`config.mk`:
```
export PLATFORM = sky130hd
export DESIGN_NAME = tc_sqrt_cell
export DESIGN_NICKNAME = d
export VERILOG_FILES = /design/src/rtl/core/tc_pkg.sv /design/src/rtl/core/tc_sqrt_cell.sv
export VERILOG_INCLUDE_DIRS = /design/src /design/src/rtl/core
export SDC_FILE = /design/constraint.sdc
export NUM_CORES = 1
export LEC_CHECK = 0
export BUFFER_PORTS_ARGS = -buffer_cell sky130_fd_sc_hd__buf_4
export CORE_UTILIZATION = 40
export CTS_CLUSTER_SIZE = 30
export DETAILED_ROUTE_END_ITERATION = 10
export PLACE_DENSITY_LB_ADDON = 0.1
export SYNTH_ARGS = -nofsm -noshare
export SYNTH_HDL_FRONTEND = slang
export SYNTH_SLANG_ARGS = --single-unit
```
`constraint.sdc`:
```
create_clock -name i_clk -period 4.3 [get_ports i_clk]
set_input_delay 0 -clock i_clk [delete_from_list [all_inputs] [get_ports i_clk]]
set_output_delay 0 -clock i_clk [all_outputs]
set_load 0.05 [all_outputs]
```
`src/rtl/core/triangle_circumcircle_macros.svh`:
```
// Assertion macros shared by the circumcircle RTL.
`ifndef TRIANGLE_CIRCUMCIRCLE_MACROS_SVH
`define TRIANGLE_CIRCUMCIRCLE_MACROS_SVH

// Same-cycle implication, clocked on i_clk, off during reset.
`define TC_ASSERT_IMP(lbl, cond, expr, msg) \
    lbl: assert property (@(posedge i_clk) disable iff (!i_rst_n) (cond) |-> (expr)) \
        else $error(msg);

// Next-cycle implication, clocked on i_clk, off during reset.
`define TC_ASSERT_NXT(lbl, cond, expr, msg) \
    lbl: assert property (@(posedge i_clk) disable iff (!i_rst_n) (cond) |=> (expr)) \
        else $error(msg);

`endif

```
`src/rtl/core/tc_pkg.sv`:
```
// Types and constants of the circumcircle datapath.
package tc_pkg;

    localparam int unsigned CW  = 32;   // coordinate width
    localparam int unsigned OW  = 33;   // vertex offset width
    localparam int unsigned PW  = 66;   // offset product width
    localparam int unsigned DW  = 68;   // doubled determinant width
    localparam int unsigned BW  = 66;   // squared edge length width
    localparam int unsigned HW  = 33;   // half of a squared length
    localparam int unsigned XW  = 67;   // partial product width
    localparam int unsigned NXW = 102;  // numerator width
    localparam int unsigned NW  = 104;  // divider remainder width
    localparam int unsigned QW  = 35;   // quotient bits
    localparam int unsigned MQW = 34;   // clamped quotient magnitude
    localparam int unsigned UW  = 35;   // signed center offset
    localparam int unsigned SW  = 68;   // sum of squares
    localparam int unsigned RW  = 34;   // root bits

    localparam int unsigned DIV_CELLS  = QW;
    localparam int unsigned SQRT_CELLS = RW;

    localparam logic [MQW-1:0] UCLAMP = MQW'(1) << 33;

    typedef struct packed {
        logic signed [CW-1:0] ax;
        logic signed [CW-1:0] ay;
        logic signed [CW-1:0] bx;
        logic signed [CW-1:0] by_coord;
        logic signed [CW-1:0] cx;
        logic signed [CW-1:0] cy;
    } t_tri_in;

    typedef struct packed {
        logic signed [CW-1:0] center_x;
        logic signed [CW-1:0] center_y;
        logic [CW-1:0]        radius;
        logic                 degenerate;
        logic                 overflow;
    } t_tri_out;

    typedef struct packed {
        logic signed [CW-1:0] ax;
        logic signed [CW-1:0] ay;
        logic                 negx;
        logic                 negy;
        logic                 hix;
        logic                 hiy;
        logic                 deg;
    } t_div_side;

    typedef struct packed {
        logic            valid;
        logic [NW-1:0]   remx;
        logic [NW-1:0]   remy;
        logic [NW-1:0]   den;
        logic [QW-1:0]   qx;
        logic [QW-1:0]   qy;
        t_div_side       side;
    } t_div_stage;

    typedef struct packed {
        logic signed [CW-1:0] ox;
        logic signed [CW-1:0] oy;
        logic                 ovf;
        logic                 deg;
    } t_sq_side;

    typedef struct packed {
        logic          valid;
        logic [SW-1:0] rem;
        logic [RW-1:0] root;
        t_sq_side      side;
    } t_sq_stage;

endpackage

```
`src/rtl/core/tc_sqrt_cell.sv`:
```
// One square root cell: decides one root bit by trial subtraction.
`include "triangle_circumcircle_macros.svh"

module tc_sqrt_cell #(
    parameter int unsigned SHIFT = 0
) (
    input  logic              i_clk,
    input  logic              i_rst_n,
    input  logic              i_en,
    input  tc_pkg::t_sq_stage i_stage,
    output tc_pkg::t_sq_stage o_stage
);

    localparam int unsigned TW = tc_pkg::SW + 2;

    tc_pkg::t_sq_stage r_stage;
    tc_pkg::t_sq_stage n_stage;
    logic [TW-1:0] w_trial;
    logic [TW-1:0] w_bound;

    // (r + 2^k)^2 - r^2 = r * 2^(k+1) + 2^(2k)
    always_comb begin
        w_trial = ({{(TW-tc_pkg::RW){1'b0}}, i_stage.root} << (SHIFT + 1))
                | ({{(TW-1){1'b0}}, 1'b1} << (2 * SHIFT));
        n_stage = i_stage;
        if ({{(TW-tc_pkg::SW){1'b0}}, i_stage.rem} >= w_trial) begin
            n_stage.rem         = i_stage.rem - w_trial[tc_pkg::SW-1:0];
            n_stage.root[SHIFT] = 1'b1;
        end
    end

    always_ff @(posedge i_clk) begin
        if (!i_rst_n) begin
            r_stage.valid <= 1'b0;
        end else if (i_en) begin
            r_stage <= n_stage;
        end
    end

    assign o_stage = r_stage;
    assign w_bound = (({{(TW-tc_pkg::RW){1'b0}}, r_stage.root} << (SHIFT + 1))
                   | ({{(TW-1){1'b0}}, 1'b1} << (2 * SHIFT)));

    `TC_ASSERT_IMP(a_rem_bound, r_stage.valid, {{(TW-tc_pkg::SW){1'b0}}, r_stage.rem} < w_bound, "root remainder too large")

endmodule

```
# After elaboration in Yosys (flattened, before gate mapping)
# Cells that the tools add are included.
[word_totals]
reg_bits = 169
output_inout_bits = 169
input_bits = 172
word_cells = 12
[classes]
reduce_logical = 1
order_cmp = 1
add_sub_neg = 1
muxes = 1
[op_table]
columns = ["op", "count"]
rows = [
  [">= comparator 68 x 35 -> 1 bit", 1],
  ["two-way mux 68 bit", 1],
  ["subtractor 68 x 35 -> 68 bit", 1],
  ["AND reduction 2 bit", 1],
]

# Logic depth before layout (Yosys ltp)
[logic_depth]
ltp_word = 2
depth_mapped = 14
depth_no_buf = 12

# Least setup slack after synthesis
# Ideal clock, no wire load.
[synth_timing]
kind = "input-to-reg"
from = "in i_en"
to = "reg r_stage (netlist bit o_stage[0]), enable pin"
slack_ns = -0.072
t_required_ns = 3.753
n_path_buf = 0
stages = 1
setup_ns = 0.547
arrival_ns = 3.824
cell_sequence = "and2_1"
[synth_between]
elab_chain_len = 1
[synth_rtl]
columns = ["element", "line_no", "source"]
rows = [
  ["start: declaration", "tc_sqrt_cell.sv:9", "input logic i_en,"],
  ["AND reduction 2 bit (no line)", "-", ""],
  ["end signal: assignment", "tc_sqrt_cell.sv:36", "r_stage <= n_stage;"],
  ["end: declaration", "tc_sqrt_cell.sv:16", "tc_pkg::t_sq_stage r_stage;"],
]
# Every way passes these cells.
# A chain may end at the register's enable or synchronous reset.

==> run metrics <==
status finished clean; max-cap violation count 0; fillers 1657; grt total ovfl 0; clock root buffer master clkbuf_16; leading area contributor after synthesis edfxtp_1; Worst Hold Depth 2; GR met2 Demand/Resource between 40% and 50%; dpl cells between 1000 and 1500; fmax roughly 0.25 GHz; Skew-Pair Late Insertion Delay around 0.43 ns; Leak Pwr a little under 6 nW; die span in x 149 um; clock tree buffer depth 2; CTS Buf Count 17; post-synthesis sequential area ratio slightly below 60%; Synth top area share between 50% and 60%; IO Port Bufs 340; Max VDD drop about 0.27 mV; final net count around 1400; synthesis warning total 0; top cells by count, synth edfxtp_1, a21oi_1, nor2_1; synthesized area per cell between 10 and 15 sq um; diode count 0; Tmin final ~4.1 ns; fraction of registers with async set/reset 0%; placer congestion estimate 0.824; reg2reg end o_stage[168]; Vias ~7800; final wirelength around 28 mm; CP Max Fanout 9; Min-Delay Endpoint o_stage[11]; Hold Crit Class in2reg; global-route usage over all layers between 20% and 30%; Final Cycle Share roughly 94%; H-tree depth 4; Vias/cell ~5.1; post-route ant nets 0; number of DRC markers in iteration 0 a little over 300; Synth Register Bits roughly 170; initial core utilization between 40% and 50%; Placement Rows 53; final hold violations 0; Worst path max stage delay 0.58 ns; final setup TNS 0 ns; Fin Clk Skew 0 ns; die area between 0.02 and 0.025 sq mm; core area 0.0211 sq mm; first-pass GRT wire length between 40 and 50 mm; max reg flops approximately 170; syn nets between 900 and 1000; Post-Syn Instances ~740; largest net degree at the start of global routing 69; cell area after layout approximately 0.014 sq mm; Setup CP Type in2reg; R2R depth 3; Synth area leaders edfxtp_1, ha_1, a21oi_1; count leader, synth edfxtp_1; CTS tree yes; worst slew pin tran ~0.94 ns; P&R area growth vs syn 59.8%; RSZ-0062 raised after global routing no; Die Ht between 100 and 150 um; CP Data Required Time roughly 4.5 ns; slew margin rel. between 30% and 40%; placed cell area between 0.01 and 0.015 sq mm; number of flops mapped to enable cells by yosys ~170; Reg-to-Reg Start o_stage[168]; num ports ~340; Pre-antenna DRT Iters 5; Critical-path top delay cell dlygate4sd3_1; post-synthesis cell area 0.00863 sq mm; r2r setup slk 3.11 ns; Main synth FF type edfxtp_1; initial antenna violation count 0; Slew Viols, Final 0; pwr dens about 360 mW/mm^2; hpwl dp a little under 20 mm; DRC 0; crit-path cells dlygate4sd3_1, buf_4, inv_1, ha_1, nand4_1, nor4_4, a31oi_1, nand2_1, a2111oi_1, and3_1, or3_2, a2111oi_2, xor2_1, dlygate4sd3_1; layout cells sized above 1 between 30% and 40%; worst hold start i_stage[11]; met1 usage 30.3%; Worst Setup End Kind register; number of global-route vias before repair roughly 7900; global routing usage on met3 approximately 5.5%; arrival time at the worst endpoint around 4.2 ns; CTS clock-pin slew for the worst setup and hold paths approximately 0.070 ns; CP startpoint kind primary input; clk sink count approximately 170; routed wire length per instance 18.0 um; count of cell types in the netlist 61; post-CTS setup buffers 0; gr busiest metal met2; crit-path most repeated cell dlygate4sd3_1; setup violators final 0; Non-Filler Instances around 1500
through the flow:
stage	utilization [%]	hold WS (ns)	power, mW	setup slack [ns]
global route	65.4	0.276	5.14	0.0451
global placement	54.2	0.178	3.28	0.431
CTS	65.3	0.271	4.99	0.0249
detailed placement	54.2	0.179	3.28	0.348
finish	65.4	0.292	4.96	0.247
floorplan	-	0.0989	2.84	1.36
power by group:
group	switching [mW]	internal, mW
clock	0.730	0.836
combinational	0.852	0.532
sequential	0.0379	1.97
total	1.62	3.34
cell type report:
type	instances	area, sq um	share of cell area [%]
multi-input cells	484	3270	23.7
well taps	275	344	2.49
clock inverters	14	176	1.28
inverters	46	173	1.25
flip-flops and latches	169	5060	36.7
repair buffers	519	4350	31.5
clock buffers	18	429	3.11
how the worst max path moves through the flow:
stage                      startpoint  cells past startpoint           end  slack, ns
after global routing      i_stage[81]                     14  o_stage[162]       0.05
after detailed placement  i_stage[81]                     12  o_stage[146]       0.35
after global placement    i_stage[81]                     12  o_stage[164]       0.43
after CTS                 i_stage[96]                     15  o_stage[155]       0.02
after floorplan           i_stage[80]                     12  o_stage[158]       1.36
final                     i_stage[93]                     14  o_stage[162]       0.25
metal layers:
layer	wire length, um	vias to the layer above
met4	482	0
met2	13800	314
met5	0	-
met1	11200	3699
met3	2010	31
li1	-	3741
cells by family after synthesis:
family,Yosys count,synth area share [%]
fa+ha+maj,36,5.30
compound gates,168,12.3
mux,7,0.898
xor+xnor,63,6.39
simple gates,210,12.6
flops,169,58.7
buf+inv,83,3.84
worst max-delay path: cells and delay by family:
kind,cells,cell delay [ns]
compound gates,3,0.59
xor+xnor,1,0.10
fa+ha+maj,1,0.44
buf+inv,4,1.31
simple gates,5,1.78
repair_timing:
item | CTS | global route
gates resized for setup | 0 | 7
endpoints found under the setup margin | 0 | 11
endpoints found under the hold margin | 169 | 0
hold buffers | 173 | 0
cells in the final DEF, fill, tap and decap left out, types with 4 or more instances in the layout:
cell type	synthesis	routed
buf_4	2	344
a21o_1	16	16
xor2_1	33	33
xnor2_1	30	30
o211ai_1	6	6
nor2_1	57	57
mux2_1	6	6
or4_1	4	4
inv_1	46	46
inv_8	0	4
a211oi_1	9	9
nand4_1	22	22
dlygate4sd3_1	0	173
clkinv_4	0	4
or2_2	6	6
nand2_1	42	42
a21oi_1	70	70
o21bai_1	9	9
o21ai_0	23	23
ha_1	35	35
nor4_1	16	16
clkbuf_16	0	17
or3_1	6	6
nand2b_1	8	8
nor3_1	15	15
nand3_1	10	10
edfxtp_1	168	168
(Power assumes the default switching activity.)
