--- config.mk ---
export PLATFORM = sky130hd
export DESIGN_NAME = tc_div_cell
export DESIGN_NICKNAME = d
export VERILOG_FILES = /design/src/rtl/core/tc_pkg.sv /design/src/rtl/core/tc_div_cell.sv
export VERILOG_INCLUDE_DIRS = /design/src /design/src/rtl/core
export SDC_FILE = /design/constraint.sdc
export NUM_CORES = 1
export LEC_CHECK = 0
export ABC_AREA = 1
export BUFFER_PORTS_ARGS = -buffer_cell sky130_fd_sc_hd__clkbuf_2
export CAP_MARGIN = 25
export CORE_AREA = 2 2 356 358
export DETAILED_ROUTE_END_ITERATION = 8
export DIE_AREA = 0 0 358 360
export PLACE_DENSITY = 0.5
export SYNTH_ARGS = -nofsm -noshare
export SYNTH_HDL_FRONTEND = slang
export SYNTH_SLANG_ARGS = --single-unit
export TNS_END_PERCENT = 10
--- constraint.sdc ---
create_clock -name i_clk -period 11.12 [get_ports i_clk]
set_input_delay 0 -clock i_clk [delete_from_list [all_inputs] [get_ports i_clk]]
set_output_delay 0 -clock i_clk [all_outputs]
set_load 0.05 [all_outputs]
--- src/rtl/core/triangle_circumcircle_macros.svh ---
// Assertion macros shared by the circumcircle RTL.
`ifndef TRIANGLE_CIRCUMCIRCLE_MACROS_SVH
`define TRIANGLE_CIRCUMCIRCLE_MACROS_SVH

// Same-cycle implication, clocked on i_clk, off during reset.
`define TC_ASSERT_IMP(lbl, cond, expr, msg) \
    lbl: assert property (@(posedge i_clk) disable iff (!i_rst_n) (cond) |-> (expr)) \
        else $error(msg);

// Next-cycle implication, clocked on i_clk, off during reset.
`define TC_ASSERT_NXT(lbl, cond, expr, msg) \
    lbl: assert property (@(posedge i_clk) disable iff (!i_rst_n) (cond) |=> (expr)) \
        else $error(msg);

`endif

--- src/rtl/core/tc_pkg.sv ---
// Types and constants of the circumcircle datapath.
package tc_pkg;

    localparam int unsigned CW  = 32;   // coordinate width
    localparam int unsigned OW  = 33;   // vertex offset width
    localparam int unsigned PW  = 66;   // offset product width
    localparam int unsigned DW  = 68;   // doubled determinant width
    localparam int unsigned BW  = 66;   // squared edge length width
    localparam int unsigned HW  = 33;   // half of a squared length
    localparam int unsigned XW  = 67;   // partial product width
    localparam int unsigned NXW = 102;  // numerator width
    localparam int unsigned NW  = 104;  // divider remainder width
    localparam int unsigned QW  = 35;   // quotient bits
    localparam int unsigned MQW = 34;   // clamped quotient magnitude
    localparam int unsigned UW  = 35;   // signed center offset
    localparam int unsigned SW  = 68;   // sum of squares
    localparam int unsigned RW  = 34;   // root bits

    localparam int unsigned DIV_CELLS  = QW;
    localparam int unsigned SQRT_CELLS = RW;

    localparam logic [MQW-1:0] UCLAMP = MQW'(1) << 33;

    typedef struct packed {
        logic signed [CW-1:0] ax;
        logic signed [CW-1:0] ay;
        logic signed [CW-1:0] bx;
        logic signed [CW-1:0] by_coord;
        logic signed [CW-1:0] cx;
        logic signed [CW-1:0] cy;
    } t_tri_in;

    typedef struct packed {
        logic signed [CW-1:0] center_x;
        logic signed [CW-1:0] center_y;
        logic [CW-1:0]        radius;
        logic                 degenerate;
        logic                 overflow;
    } t_tri_out;

    typedef struct packed {
        logic signed [CW-1:0] ax;
        logic signed [CW-1:0] ay;
        logic                 negx;
        logic                 negy;
        logic                 hix;
        logic                 hiy;
        logic                 deg;
    } t_div_side;

    typedef struct packed {
        logic            valid;
        logic [NW-1:0]   remx;
        logic [NW-1:0]   remy;
        logic [NW-1:0]   den;
        logic [QW-1:0]   qx;
        logic [QW-1:0]   qy;
        t_div_side       side;
    } t_div_stage;

    typedef struct packed {
        logic signed [CW-1:0] ox;
        logic signed [CW-1:0] oy;
        logic                 ovf;
        logic                 deg;
    } t_sq_side;

    typedef struct packed {
        logic          valid;
        logic [SW-1:0] rem;
        logic [RW-1:0] root;
        t_sq_side      side;
    } t_sq_stage;

endpackage

--- src/rtl/core/tc_div_cell.sv ---
// One restoring divider cell: decides one quotient bit for both lanes.
`include "triangle_circumcircle_macros.svh"

module tc_div_cell #(
    parameter int unsigned SHIFT = 0
) (
    input  logic               i_clk,
    input  logic               i_rst_n,
    input  logic               i_en,
    input  tc_pkg::t_div_stage i_stage,
    output tc_pkg::t_div_stage o_stage
);

    tc_pkg::t_div_stage r_stage;
    tc_pkg::t_div_stage n_stage;
    logic [tc_pkg::NW-1:0] w_dsh;
    logic [tc_pkg::NW-1:0] w_odsh;

    always_comb begin
        w_dsh   = i_stage.den << SHIFT;
        n_stage = i_stage;
        if (i_stage.remx >= w_dsh) begin
            n_stage.remx      = i_stage.remx - w_dsh;
            n_stage.qx[SHIFT] = 1'b1;
        end
        if (i_stage.remy >= w_dsh) begin
            n_stage.remy      = i_stage.remy - w_dsh;
            n_stage.qy[SHIFT] = 1'b1;
        end
    end

    always_ff @(posedge i_clk) begin
        if (!i_rst_n) begin
            r_stage.valid <= 1'b0;
        end else if (i_en) begin
            r_stage <= n_stage;
        end
    end

    assign o_stage = r_stage;
    assign w_odsh  = r_stage.den << SHIFT;

    // remainder stays below the divisor at this weight unless the quotient was too big or the item is degenerate
    `TC_ASSERT_IMP(a_remx_bound, r_stage.valid && !r_stage.side.hix && !r_stage.side.deg, r_stage.remx < w_odsh, "x remainder out of range")
    `TC_ASSERT_IMP(a_remy_bound, r_stage.valid && !r_stage.side.hiy && !r_stage.side.deg, r_stage.remy < w_odsh, "y remainder out of range")

endmodule

* Word level (Yosys, flattened, before mapping)
Cells that the tools add are included.
Storage, ports and cells: register bits after elaboration 452, bits of input ports 455, output and inout bits 452, logic and storage cells 22
Cells by class: $add $sub $neg 2, order comparisons 2, muxes and demuxes 2, reductions and logical operators 1
Operator list (count):
- greater-or-equal comparator 104 bit | 2
- 2-to-1 mux 104 bit | 2
- subtractor 104 bit | 2
- AND reduction 2 bit | 1

* Logic depth before layout (Yosys ltp)
depth in word-level cells 2, depth in mapped cells 18, depth with buffers taken out 18

* Worst setup path after synthesis
Ideal clock, no wire load.
path kind input-to-reg, start point in i_rst_n, end point reg r_stage, in the netlist o_stage[0], enable pin, setup time 0.798 ns, data arrival time 8.661 ns, data required time 10.322 ns, setup slack 1.660 ns, stages on the path 2, path buffers 0, cells stage by stage nand2_1 inv_1
On the way: cells in the longest elaborated chain, start to end 1
Ends and longest elaborated chain:
- from (decl) | line tc_div_cell.sv:8 | input logic i_rst_n,
- AND reduction 2 bit (no source line)
- to (signal assigned) | line tc_div_cell.sv:36 | r_stage <= n_stage;
- to (decl) | line tc_div_cell.sv:14 | tc_pkg::t_div_stage r_stage;
No other way between the ends. A chain may end at the register's enable or synchronous reset.

==> results.json <==
{
  "wl_met2_mm": 103,
  "start_util": 0.308,
  "antenna_found_initial": 18,
  "cts_tree": "yes",
  "critPathArrivalTime_ns": 5.62,
  "synth_top_area_share": 0.352,
  "clock_latency_ns": 0.68,
  "combPwrFrac": 0.387,
  "finish.utilization": 0.410,
  "synth_flop_cell": "edfxtp_1",
  "htreeDepth": 2,
  "port_buffers": 906,
  "finalSetupViolCount": 0,
  "cts.path.max_buffers": 3,
  "synth_area_leader_cell": "edfxtp_1",
  "dr_total_vias": 43400,
  "cp-start-kind": "primary input",
  "ys_warn_count": 0,
  "async_flop_share": 0,
  "ys_ff_latch": 452,
  "p_total_mw": 6.47,
  "finalSetupTns_ns": 0,
  "min-delay-path-class": "in2reg",
  "startpoint": "i_stage[139]",
  "synthCells": 5994,
  "tightest_slew_ns": 1.05,
  "dieHeight_um": 360,
  "layout-drive-gt1-share": 0.139,
  "ir_drop_v": 0.000100,
  "p_leak_nw": 28.3,
  "area_growth_pct": 32.8,
  "cts_root_buf": "clkbuf_16",
  "grt_pass1_wl_mm": 304,
  "fin_hold_ws_ns": 0.0571,
  "drc": 0,
  "nNetsFinal": 8021,
  "fin_worst_skew_ns": 0,
  "p_seq_frac": 0.329,
  "hold_viol": 0,
  "fin_crit_sh": 0.471,
  "worstPathRequired_ns": 11.51,
  "routedWlPerCell_um": 24.5,
  "dr.first_iter.drc_count": 4124,
  "synth_edf_count": 451,
  "top_layer": "met4",
  "multiInputGateArea_sq_um": 19200,
  "status": "complete, no violations",
  "power_density_nw_per_um2": 126,
  "final_antenna_net_count": 0,
  "critPathKind": "in2reg",
  "p_clk_frac": 0.284,
  "fillCellCount": 13500,
  "synthesis.area_sq_um": 38500,
  "cp_max_fo": 75,
  "hpwl_mm": 192,
  "period_needed_ns": 5.23,
  "drv_cap": 0,
  "min-delay-start": "i_stage[425]",
  "rows": 130,
  "routed_wl_mm": 222,
  "core_sq_um": 125000,
  "slew_viol_final": 0,
  "grt_max_degree": 162,
  "cp-end-kind": "register",
  "synth.distinct_cells": 35,
  "ys_top_cells_by_area": "edfxtp_1 35%, nand2_1 24%, inv_1 14%",
  "cts.sinks": 452,
  "avgSynthCellArea_sq_um": 6.43,
  "syn_nets": 6659,
  "rsz0062_at_grt": "false",
  "cts_inserted_buffers": 53,
  "met1Wirelength_mm": 93.4,
  "gr-total-overflow": 0,
  "timing.fmax_mhz": 191,
  "maxSlewHeadroom": 0.300,
  "dr_wl_met3_mm": 13.4,
  "switching_share": 0.415,
  "internal_power_mw": 3.78,
  "gp_congestion": 1.05,
  "drt-pass1-iter-count": 6,
  "path_clk_slew_ns": 0.06,
  "dieArea_sq_um": 129000,
  "grtUsageTotal": 0.333,
  "via_per_inst": 4.79,
  "postCtsSetupBuffers": 0,
  "switchingPower_mw": 2.69,
  "r2r-start": "o_stage[451]",
  "seq_area_sq_um": 13600,
  "synth-seq-area-share": 0.352,
  "pin_count": 907,
  "die_width_um": 358,
  "grt_pass1_vias": 42600
}
what timing repair did:
item / in CTS / in global routing
endpoints found under the hold margin: 450 / 0
gates resized for setup: 0 / 0
hold buffers: 450 / 0
cell usage in the layout, fill, tap and decap left out, drive strengths merged, types with 12 or more instances in the layout:
| cell type | count |
|---|---|
| inv | 1436 |
| a21oi | 152 |
| nand3b | 48 |
| nor3 | 54 |
| nand4 | 131 |
| nand2 | 2433 |
| dlygate4sd3 | 450 |
| ha | 208 |
| nor2 | 446 |
| o21ai | 142 |
| and2 | 12 |
| nand3 | 260 |
| clkbuf | 965 |
| buf | 13 |
| edfxtp | 451 |
| o21bai | 19 |
| clkinv | 26 |
| xor2 | 121 |
power by group through the flow:
stage	Sequential (mW)	Combinational [mW]	Clock (mW)
floorplan	2.65	0.998	0
global placement	2.16	2.35	0
detailed placement	2.16	2.33	0
CTS	2.13	2.48	1.87
global route	2.14	2.67	1.93
finish	2.13	2.50	1.84
metrics by stage:
step / area, sq um / setup slack (ns) / std cells
floorplan: 38500 / 1.66 / 5994
global placement: 44900 / 5.93 / 8501
detailed placement: 44900 / 5.80 / 8501
CTS: 51100 / 6.00 / 9049
global route: 51100 / 5.60 / 9053
finish: 51200 / 5.89 / 9058
area by class of cell:
cell class                      instances  share of cell area
Timing Repair Buffer                 1369               0.179
Clock inverter                         39             0.00819
Inverter                             1431               0.105
Antenna cell                            9            0.000440
Sequential cell                       452               0.265
Clock buffer                           59              0.0264
Tap cell                             1650              0.0404
Multi-Input combinational cell       4049               0.375
per-layer routing:
metal | GRT usage | up-vias
met4 | 0.156 | 0
li1 | - | 21000
met3 | 0.0384 | 300
met1 | 0.426 | 20400
met5 | 0 | -
met2 | 0.558 | 1710
state kept, by name (all words and copies together), names as in the netlist:
signal,count
w_odsh,104
o_stage,348
critical path: stages:
cell	delay, ns
dlygate4sd3_1	0.53
clkbuf_2	0.17
ha_1	0.25
fa_1	0.42
inv_1	0.11
nand3_1	0.07
nand2_1	0.21
nand2_1	0.10
nand2_2	0.11
nand2_1	0.07
nand3b_2	0.19
nand2_1	0.08
nand2_1	0.17
nand2_1	0.55
buf_4	0.48
nand3_4	0.56
buf_4	0.53
buf_4	0.70
o21ai_0	0.20
kinds of logic after synthesis:
logic type                 count (synthesis)  share of synthesized area
AOI/OAI and AO/OA                        320                     0.0436
xor gates and xnor gates                 123                     0.0280
adders and majority gates                210                     0.0686
buffers and inverters                   1493                      0.150
DFF                                      452                      0.352
and+or+nand+nor                         3396                      0.358
synthesized netlist by cell type, types with 2 or more instances:
master	n
nand2_2	4
nand4_1	131
xor2_1	121
ha_1	208
inv_1	1426
a21oi_1	151
fa_1	2
o21ai_0	69
nand3_2	3
and2_1	12
nor2_2	7
nand3b_1	46
inv_2	5
xnor2_1	2
buf_6	21
a21boi_0	5
nand3b_2	2
nor3_1	51
buf_1	6
buf_4	6
nor4_1	10
or2_2	2
nand3_1	257
edfxtp_1	451
buf_2	6
nor2_1	439
clkbuf_1	23
o21ai_1	73
nor3_2	3
o21bai_1	19
nand2_1	2429
path summary, 6_finish.rpt:
path	endpoint	slack [ns]	cells after the start
worst max-delay path	o_stage[278]	5.89	19
worst min-delay path	o_stage[425]	0.06	3
worst max register to register	o_stage[451]	9.93	3
worst min register to register	o_stage[451]	1.11	3
No activity file was read; power rests on OpenSTA's default activity.
